===== src/hw/rtl/exchange_sort_by_key_top_assert.svh =====
// Assertion macros used by the sorter's sequencer.
`ifndef EXCHANGE_SORT_BY_KEY_TOP_ASSERT_SVH
`define EXCHANGE_SORT_BY_KEY_TOP_ASSERT_SVH

// Same-cycle implication, checked outside reset.
`define ESBK_ASSERT_NOW(lbl, ante, cons, msg) \
   lbl: assert property (@(posedge clock) disable iff (reset) (ante) |-> (cons)) \
      else $error(msg);

// Next-cycle implication, checked outside reset.
`define ESBK_ASSERT_NEXT(lbl, ante, cons, msg) \
   lbl: assert property (@(posedge clock) disable iff (reset) (ante) |=> (cons)) \
      else $error(msg);

`endif


===== src/hw/rtl/esbk_pkg.sv =====
`timescale 1ns / 1ps

package esbk_pkg;

   localparam int MAX_ENTRIES = 64;
   localparam int IDX_W = (MAX_ENTRIES > 1) ? $clog2(MAX_ENTRIES) : 1;
   localparam int CNT_W = $clog2(MAX_ENTRIES + 1);

   localparam logic [1:0] MODE_ASC  = 2'd0;
   localparam logic [1:0] MODE_DESC = 2'd1;

   typedef struct packed {
      logic signed [31:0] sort_key;
      logic [15:0]        record_tag;
      logic               last_item;
   } req_type;

   typedef struct packed {
      logic signed [31:0] out_key;
      logic [15:0]        out_tag;
      logic               last_out;
      logic               overflow;
   } rsp_type;

   typedef struct packed {
      logic signed [31:0] key;
      logic [15:0]        tag;
   } entry_type;

   typedef struct packed {
      logic             en;
      logic [IDX_W-1:0] addr;
      entry_type        data;
   } mem_wr_type;

   typedef struct packed {
      logic             en;
      logic [IDX_W-1:0] addr;
   } mem_rd_type;

endpackage


===== src/hw/rtl/esbk_mem.sv =====
`timescale 1ns / 1ps

module esbk_mem
   import esbk_pkg::*;
(
   input  logic       clock,
   input  mem_wr_type wr,
   input  mem_rd_type rd,
   output entry_type  rd_data
);

   entry_type store_ff [MAX_ENTRIES];
   entry_type rdata_ff;

   always_ff @(posedge clock) begin
      if (wr.en) begin
         store_ff[wr.addr] <= wr.data;
      end
   end

   // The read register holds its value whenever no read is issued.
   always_ff @(posedge clock) begin
      if (rd.en) begin
         rdata_ff <= store_ff[rd.addr];
      end
   end

   assign rd_data = rdata_ff;

endmodule


===== src/hw/rtl/esbk_seq.sv =====
`timescale 1ns / 1ps

module esbk_seq
   import esbk_pkg::*;
(
   input  logic       clock,
   input  logic       reset,
   input  logic [1:0] sort_mode,
   input  logic       req_valid,
   output logic       req_ready,
   input  req_type    req_data,
   output logic       rsp_valid,
   input  logic       rsp_ready,
   output rsp_type    rsp_data,
   output mem_wr_type mem_wr,
   output mem_rd_type mem_rd,
   input  entry_type  mem_rdata
);

`include "exchange_sort_by_key_top_assert.svh"

   localparam logic [2:0] S_LOAD     = 3'd0;
   localparam logic [2:0] S_FETCH    = 3'd1;
   localparam logic [2:0] S_FIRST    = 3'd2;
   localparam logic [2:0] S_SCAN     = 3'd3;
   localparam logic [2:0] S_WB       = 3'd4;
   localparam logic [2:0] S_EMIT_RD  = 3'd5;
   localparam logic [2:0] S_EMIT_OUT = 3'd6;

   logic [2:0]       state_ff, state_in;
   logic [CNT_W-1:0] cnt_ff, cnt_in;
   logic             drop_ff, drop_in;
   logic [CNT_W-1:0] i_ff, i_in;
   logic [CNT_W-1:0] issue_ff, issue_in;
   logic             pend_ff, pend_in;
   logic [IDX_W-1:0] pidx_ff, pidx_in;
   logic [CNT_W-1:0] k_ff, k_in;
   entry_type        cur_ff, cur_in;

   logic             full;
   logic [CNT_W-1:0] n_new;
   logic             swap;
   logic             final_out;

   assign full      = (cnt_ff == CNT_W'(MAX_ENTRIES));
   assign n_new     = full ? cnt_ff : cnt_ff + CNT_W'(1);
   assign final_out = ((k_ff + CNT_W'(1)) == cnt_ff);

   // The one shared comparator: held entry i against the entry just read.
   always_comb begin
      swap = 1'b0;
      if (sort_mode == MODE_ASC) begin
         swap = $signed(cur_ff.key) > $signed(mem_rdata.key);
      end else if (sort_mode == MODE_DESC) begin
         swap = $signed(cur_ff.key) < $signed(mem_rdata.key);
      end
   end

   always_comb begin
      state_in  = state_ff;
      cnt_in    = cnt_ff;
      drop_in   = drop_ff;
      i_in      = i_ff;
      issue_in  = issue_ff;
      pend_in   = pend_ff;
      pidx_in   = pidx_ff;
      k_in      = k_ff;
      cur_in    = cur_ff;
      mem_wr    = '0;
      mem_rd    = '0;
      req_ready = 1'b0;
      rsp_valid = 1'b0;

      unique case (state_ff)
         S_LOAD: begin
            req_ready = 1'b1;
            if (req_valid) begin
               if (!full) begin
                  mem_wr.en       = 1'b1;
                  mem_wr.addr     = cnt_ff[IDX_W-1:0];
                  mem_wr.data.key = req_data.sort_key;
                  mem_wr.data.tag = req_data.record_tag;
                  cnt_in          = cnt_ff + CNT_W'(1);
               end else begin
                  drop_in = 1'b1;
               end
               if (req_data.last_item) begin
                  if ((sort_mode == MODE_ASC || sort_mode == MODE_DESC) &&
                      n_new >= CNT_W'(2)) begin
                     i_in     = '0;
                     state_in = S_FETCH;
                  end else begin
                     k_in     = '0;
                     state_in = S_EMIT_RD;
                  end
               end
            end
         end
         S_FETCH: begin
            mem_rd.en   = 1'b1;
            mem_rd.addr = i_ff[IDX_W-1:0];
            issue_in    = i_ff + CNT_W'(1);
            state_in    = S_FIRST;
         end
         S_FIRST: begin
            cur_in      = mem_rdata;
            mem_rd.en   = 1'b1;
            mem_rd.addr = issue_ff[IDX_W-1:0];
            pidx_in     = issue_ff[IDX_W-1:0];
            issue_in    = issue_ff + CNT_W'(1);
            pend_in     = 1'b1;
            state_in    = S_SCAN;
         end
         S_SCAN: begin
            // Compare entry pidx against the held entry while reading the next one.
            if (pend_ff && swap) begin
               mem_wr.en   = 1'b1;
               mem_wr.addr = pidx_ff;
               mem_wr.data = cur_ff;
               cur_in      = mem_rdata;
            end
            if (issue_ff < cnt_ff) begin
               mem_rd.en   = 1'b1;
               mem_rd.addr = issue_ff[IDX_W-1:0];
               pidx_in     = issue_ff[IDX_W-1:0];
               issue_in    = issue_ff + CNT_W'(1);
               pend_in     = 1'b1;
            end else begin
               pend_in  = 1'b0;
               state_in = S_WB;
            end
         end
         S_WB: begin
            mem_wr.en   = 1'b1;
            mem_wr.addr = i_ff[IDX_W-1:0];
            mem_wr.data = cur_ff;
            i_in        = i_ff + CNT_W'(1);
            if ((i_ff + CNT_W'(2)) < cnt_ff) begin
               state_in = S_FETCH;
            end else begin
               k_in     = '0;
               state_in = S_EMIT_RD;
            end
         end
         S_EMIT_RD: begin
            mem_rd.en   = 1'b1;
            mem_rd.addr = k_ff[IDX_W-1:0];
            state_in    = S_EMIT_OUT;
         end
         S_EMIT_OUT: begin
            rsp_valid = 1'b1;
            if (rsp_ready) begin
               if (final_out) begin
                  cnt_in   = '0;
                  drop_in  = 1'b0;
                  state_in = S_LOAD;
               end else begin
                  k_in     = k_ff + CNT_W'(1);
                  state_in = S_EMIT_RD;
               end
            end
         end
         default: begin
            state_in = S_LOAD;
         end
      endcase
   end

   always_ff @(posedge clock) begin
      if (reset) begin
         state_ff <= S_LOAD;
         cnt_ff   <= '0;
         drop_ff  <= 1'b0;
         pend_ff  <= 1'b0;
      end else begin
         state_ff <= state_in;
         cnt_ff   <= cnt_in;
         drop_ff  <= drop_in;
         pend_ff  <= pend_in;
      end
   end

   always_ff @(posedge clock) begin
      i_ff     <= i_in;
      issue_ff <= issue_in;
      pidx_ff  <= pidx_in;
      k_ff     <= k_in;
      cur_ff   <= cur_in;
   end

   assign rsp_data.out_key  = mem_rdata.key;
   assign rsp_data.out_tag  = mem_rdata.tag;
   assign rsp_data.last_out = final_out;
   assign rsp_data.overflow = drop_ff;

   `ESBK_ASSERT_NOW(a_no_load_while_emit, req_ready, !rsp_valid, "load and emit overlap")
   `ESBK_ASSERT_NOW(a_no_rw_collision, mem_wr.en && mem_rd.en, mem_wr.addr != mem_rd.addr, "same-address read and write")
   `ESBK_ASSERT_NEXT(a_last_returns_to_load, rsp_valid && rsp_ready && rsp_data.last_out, req_ready && cnt_ff == '0, "set did not close")
   `ESBK_ASSERT_NOW(a_count_in_range, 1'b1, cnt_ff <= CNT_W'(MAX_ENTRIES), "entry count beyond capacity")

endmodule


===== src/hw/rtl/exchange_sort_by_key_top.sv =====
// Loading takes one record transaction per cycle. The set is then sorted with the single
// comparator, one held entry at a time, and no new record is taken until its last result
// is accepted. Each result is read from the store and then held on the output until taken.
// Reset is synchronous and active high; it empties the store, clears the drop flag and sets
// the mode to ascending. Store contents are not cleared.
`timescale 1ns / 1ps

module exchange_sort_by_key_top
   import esbk_pkg::*;
(
   input  logic       clock,
   input  logic       reset,
   input  logic       req_valid,
   output logic       req_ready,
   input  req_type    req_data,
   output logic       rsp_valid,
   input  logic       rsp_ready,
   output rsp_type    rsp_data,
   input  logic       csr_we,
   input  logic [1:0] csr_wdata
);

   // The sort mode register. Ascending and descending use the comparator; the
   // other two codes emit the records in arrival order.
   logic [1:0] mode_ff;

   always_ff @(posedge clock) begin
      if (reset) begin
         mode_ff <= MODE_ASC;
      end else if (csr_we) begin
         mode_ff <= csr_wdata;
      end
   end

   mem_wr_type mem_wr;
   mem_rd_type mem_rd;
   entry_type  mem_rdata;

   // The sequencer loads records, runs the exchange sort by holding entry i in a
   // register and streaming entries i+1 onward past it, then emits the set.
   esbk_seq u_seq (
      .clock     (clock),
      .reset     (reset),
      .sort_mode (mode_ff),
      .req_valid (req_valid),
      .req_ready (req_ready),
      .req_data  (req_data),
      .rsp_valid (rsp_valid),
      .rsp_ready (rsp_ready),
      .rsp_data  (rsp_data),
      .mem_wr    (mem_wr),
      .mem_rd    (mem_rd),
      .mem_rdata (mem_rdata)
   );

   // The record store, with one write port and one registered read port.
   esbk_mem u_mem (
      .clock   (clock),
      .wr      (mem_wr),
      .rd      (mem_rd),
      .rd_data (mem_rdata)
   );

endmodule


===== config.mk =====
export PLATFORM = sky130hd
export DESIGN_NAME = exchange_sort_by_key_top
export DESIGN_NICKNAME = d
export VERILOG_FILES = /design/src/hw/rtl/esbk_pkg.sv /design/src/hw/rtl/esbk_mem.sv /design/src/hw/rtl/esbk_seq.sv /design/src/hw/rtl/exchange_sort_by_key_top.sv
export VERILOG_INCLUDE_DIRS = /design/src /design/src/hw/rtl
export SDC_FILE = /design/constraint.sdc
export NUM_CORES = 2
export LEC_CHECK = 0
export BUFFER_PORTS_ARGS = -buffer_cell sky130_fd_sc_hd__buf_4
export CORE_MARGIN = 5
export CORE_UTILIZATION = 31
export DETAILED_ROUTE_END_ITERATION = 16
export SLEW_MARGIN = 10
export SYNTH_ARGS = -nofsm -noshare
export SYNTH_HDL_FRONTEND = slang
export SYNTH_HIERARCHICAL = 1
export SYNTH_SLANG_ARGS = --single-unit

===== constraint.sdc =====
create_clock -name clock -period 15.2 [get_ports clock]
set_clock_uncertainty 0.15 [all_clocks]
set_input_delay 1.52 -clock clock [delete_from_list [all_inputs] [get_ports clock]]
set_output_delay 1.52 -clock clock [all_outputs]
set_load 0.01 [all_outputs]

### After elaboration in Yosys (flattened, before gate mapping)

Memories as Yosys holds them, arrays and structs flattened. A register that Yosys moved wholly into a read port is not among the register bits.
Index checks and enable logic that the tools add are counted.

* bits in registers: 89
* memory bits (writable): 3072
* input port bits: 56
* logic and storage cells: 110
* memories kept: 1

* add/sub/neg operators: 5
* magnitude comparators: 5
* equal/unequal tests: 21
* mux-type cells: 49
* reduce and logical (&&, ||, !) cells: 18

Memories
* u_mem.store_ff: depth 64, width 48, rd ports 1, clocked after Yosys merged registers in 1, wr ports 1, line esbk_mem.sv:12 `entry_type store_ff [MAX_ENTRIES];`

Operators by type and width (number)
* $mux 55: 3
* $pmux 55 s3: 1
* $mux 7: 15
* $pmux 48 s2: 1
* $mux 48: 1
* $pmux 7 s3: 2
* $gt 32x32->1: 1
* $lt 32x32->1: 1
* $add 7x1->7 const B: 4
* $pmux 7 s2: 2
* $pmux 7 s4: 1
* $mux 3: 7
* $pmux 3 s7: 1
* $lt 7x7->1: 2
* $ne 2x2->1 const B: 7
* $pmux 6 s2: 1
* $reduce_and 4->1: 3
* $mux 1: 11
* $ne 2x1->1 const B: 5
* $eq 3x3->1 const B: 3
* $add 7x2->7 const B: 1
* $eq 7x7->1: 1
* $eq 7x7->1 const B: 1
* $ge 7x2->1 const B: 1
* 14 further kinds: 22

### Longest topological paths before layout

* depth after elaboration: 8
* gate-level depth with buffers: 18
* gate-level depth less buffers: 14

### Cells and area by module

The synthesis kept the hierarchy.

Modules (own cells, without submodules)
* esbk_mem: instances 1, cells each 4970, area an instance 117597.8 um^2, seq. area each 93689.9 um^2
* esbk_seq: instances 1, cells each 567, area an instance 5871.9 um^2, seq. area each 2492.4 um^2
* exchange_sort_by_key_top: instances 1, cells each 6, area an instance 67.6 um^2, seq. area each 40.0 um^2

### Worst setup path after synthesis

No wires, ideal clock.

* kind: input -> register
* from: input port req_valid
* to: memory u_mem/store_ff[48][0] in the netlist's numbering (enable)
* library setup time: 0.513 ns
* arrival time: 6.015 ns
* data required time: 14.537 ns
* slack: 8.522 ns
* stages: 7
* path buffers: 1
* path through: nand2_1 > nor2_1 > buf_2 > or2_2 > nor2b_1 > nand4b_1 > nor3_1

RTL lines
* start, declared: line exchange_sort_by_key_top.sv:13 `input logic req_valid,`
* end, declared: line esbk_mem.sv:12

==> flow_metrics.py <==
metrics = {
    "setup_path": {
        "arrival_ns": 7.91,
        "crit_path_start_kind": "flip-flop",
        "required_ns": 15.59,
        "reg2reg_slack_ns": 7.68,
        "rr_worst_depth": 17,
        "cp-end-kind": "flip-flop",
        "r2r_start": "u_seq/cnt_ff[1]",
        "crit_type": "flip-flop to flip-flop",
        "worstReg2RegEnd": "u_mem/rd_data[17]",
        "worstPathMaxFanout": 101,
    },
    "clock_tree": {
        "cts.path.max_buffers": 4,
        "cts.htree.levels": 5,
        "cts_tree": "built",
        "clk_pin_slew_worst_paths_ns": 0.06,
        "cts_hold_buf": 0,
        "clk_latency_ns": 0.88,
        "ctsResizeCount": 0,
        "cts.sinks": 3209,
        "numCtsBuffers": 313,
        "cts_setup_buffers": 0,
        "cts-root-buf": "clkbuf_16",
    },
    "power": {
        "seqPwrFrac": 0.426,
        "p_int_mw": 18.21,
        "p_leak_nw": 43.07,
        "p_switching_mw": 8.456,
        "vdd_drop_max_uv": 137.7,
        "p_total_mw": 26.67,
        "swShare": 0.3171,
        "pwr-share-clk": 0.287,
        "p_comb_frac": 0.287,
        "p_per_area_mw_per_mm2": 189.0,
    },
    "detailed_routing": {
        "drcViolationCount": 0,
        "ant_nets": 0,
        "num_vias": 61209,
        "totalWireLength_mm": 339.0,
        "drtIter0Drc": 7743,
        "via_per_inst": 5.431,
        "drtPass1Iterations": 6,
        "wl_per_cell_um": 30.08,
    },
    "yosys": {
        "syn_nets": 5651,
        "synth-main-ff-cell": "edfxtp_1",
        "synth_seq_cells": 3209,
        "synth_edf_count": 3195,
        "synth.top_cell.area_share": 0.7766,
        "yosys.area.top_type": "edfxtp_1",
        "synthTopCellsByArea": "edfxtp_1 78%, mux4_2 14%, a22o_1 0.75%, buf_4 0.69%, o22ai_1 0.62%",
        "yosysUniqueCellTypes": 65,
        "syn_avg_cell_area_um2": 22.29,
        "synth_seq_area_share": 0.7789,
        "syn_inst": 5543,
        "ys_warn_count": 6,
        "synthArstFlopShare": 0,
        "netlist_area_mm2": 0.1235,
    },
    "worst_hold_path": {
        "hold_class": "flip-flop to flip-flop",
        "hold_start": "u_mem/rd_data[15]",
        "hold_depth": 0,
        "min_to": "u_seq/cur_ff[15]",
    },
    "sta": {
        "slew_viol_final": 0,
        "rsz0062_at_grt": "false",
        "fmax_mhz": 133.0,
        "post-route-min-period_ns": 7.520,
        "max-slew-margin-rel": 0.1125,
        "report.final.hold_viol_count": 0,
        "tightest_slew_ns": 1.323,
        "finalSetupViolCount": 0,
        "min_period_over_period": 0.4948,
        "whs_ns": 0.3172,
        "finalSetupTns_ns": 0,
    },
    "floorplan": {
        "dieArea_mm2": 0.4112,
        "pin_count": 108,
        "start_util": 0.3115,
        "die_h_um": 641.3,
        "die_x_um": 641.3,
        "num_rows": 231,
        "fp.coreArea_mm2": 0.3965,
    },
    "outcome": {
        "status": "finished clean",
    },
    "grt": {
        "antenna_found_initial": 12,
        "first_global_vias": 60813,
        "grtUsageTotal": 0.1603,
        "grt_pass1_wl_mm": 476.3,
        "grt-ovfl-total": 0,
        "grt_start_max_net_pins": 128,
    },
    "layout": {
        "final_common_cell": "edfxtp_1",
        "final_cell_mix": "3195 x edfxtp_1, 754 x mux4_2, 324 x clkbuf_16",
        "stdcell_count": 11270,
        "layout.nets": 5896,
        "area_growth_pct": 14.24,
        "fillers": 36053,
        "layout-drive-gt1-share": 0.2725,
        "multi_input_area_mm2": 0.02597,
        "regArea_mm2": 0.09622,
    },
    "placement": {
        "port_buffers": 107,
        "hpwl_mm": 185.0,
        "place_congestion": 0.8048,
        "placed_cells_incl_taps": 10714,
    },
    "run": {
        "drv_cap": 0,
    },
}
[synth_stat cells (52+ instances only)]
cell,instances
buf_2,102
o22ai_1,122
a221oi_1,83
buf_4,113
a22o_1,106
edfxtp_1,3195
nor2_1,167
ha_1,52
a22oi_1,72
clkbuf_1,112
a21oi_1,100
nand2_1,88
mux2i_1,75
mux4_2,754
[worst max-delay path by stage]
| stage | from | endpoint | slack, ns | cells past startpoint |
|---|---|---|---|---|
| global route | u_seq/cnt_ff[1] | u_mem/rd_data[17] | 7.21 | 17 |
| CTS | u_seq/cnt_ff[1] | u_mem/rd_data[17] | 7.52 | 17 |
| global placement | u_seq/cnt_ff[1] | u_mem/rd_data[17] | 7.59 | 17 |
| floorplan | req_valid | u_mem/store_ff[48][0] | 8.52 | 7 |
| finish | u_seq/cnt_ff[1] | u_mem/rd_data[17] | 7.68 | 17 |
| detailed placement | u_seq/cnt_ff[1] | u_mem/rd_data[17] | 7.57 | 17 |
[metrics by stage]
stage / worst slack, ns / cell area [um2] / utilization
2_1_floorplan: 8.522 / 123500 / -
5_1_grt: 7.212 / 141100 / 0.3559
3_3_place_gp: 7.589 / 131100 / 0.3305
3_5_place_dp: 7.569 / 131100 / 0.3305
4_1_cts: 7.516 / 141000 / 0.3556
6_report: 7.680 / 141100 / 0.3559
[final cells by class]
cell class	count	area share
Clock inverter	177	0.01166
Multi-Input combinational cell	1936	0.1840
Inverter	44	0.001170
Sequential cell	3209	0.6818
Timing Repair Buffer	284	0.01599
Tap cell	5242	0.04648
Clock buffer	375	0.05881
Antenna cell	3	0.00005320
[state kept, by name (all words and copies together), names as in the netlist]
register / count
u_seq/pend_ff: 1
u_seq/cur_ff: 48
u_seq/cnt_ff: 7
u_seq/i_ff: 7
u_seq/state_ff: 3
u_seq/pidx_ff: 6
u_mem/rd_data: 48
u_mem/store_ff: 3072
u_seq/drop_ff: 1
u_seq/k_ff: 7
mode_ff: 2
u_seq/issue_ff: 7
[cell families after synthesis]
family	after synthesis	synth area share
fa+ha+maj	52	0.005267
simple gates	389	0.01448
xor+xnor	30	0.002350
buf+inv	398	0.01736
mux	841	0.1446
compound gates	624	0.03702
flops	3209	0.7789
[power groups by stage]
stage | combinational [mW] | clock, mW | sequential (mW)
floorplan | 4.89 | 0 | 11.4
global placement | 7.57 | 0 | 11.5
detailed placement | 7.67 | 0 | 11.6
CTS | 7.69 | 7.76 | 11.4
global route | 8.08 | 8.15 | 11.4
finish | 7.65 | 7.65 | 11.4
[layer usage]
metal,share of wire,vias up,global-route usage
met3,0.086,486,0.02741
met4,0.029,2,0.04369
met2,0.47,3193,0.2553
met5,0.000053,-,0
li1,-,24105,-
met1,0.41,33423,0.2278
[critical path, stage by stage, from the launching register on]
cell	delay (ns)
dfxtp_1	0.41
inv_1	0.14
ha_1	0.31
a21o_1	0.17
a21o_1	0.18
a21oi_1	0.16
o21ai_0	0.25
a21o_1	0.30
clkinv_1	0.38
o2bb2ai_4	0.37
buf_12	0.62
buf_12	0.70
buf_4	0.91
mux4_2	0.60
o221ai_1	0.21
a21oi_1	0.15
a21oi_1	0.68
a221oi_1	0.23
Power figures use the tool's default switching activity.
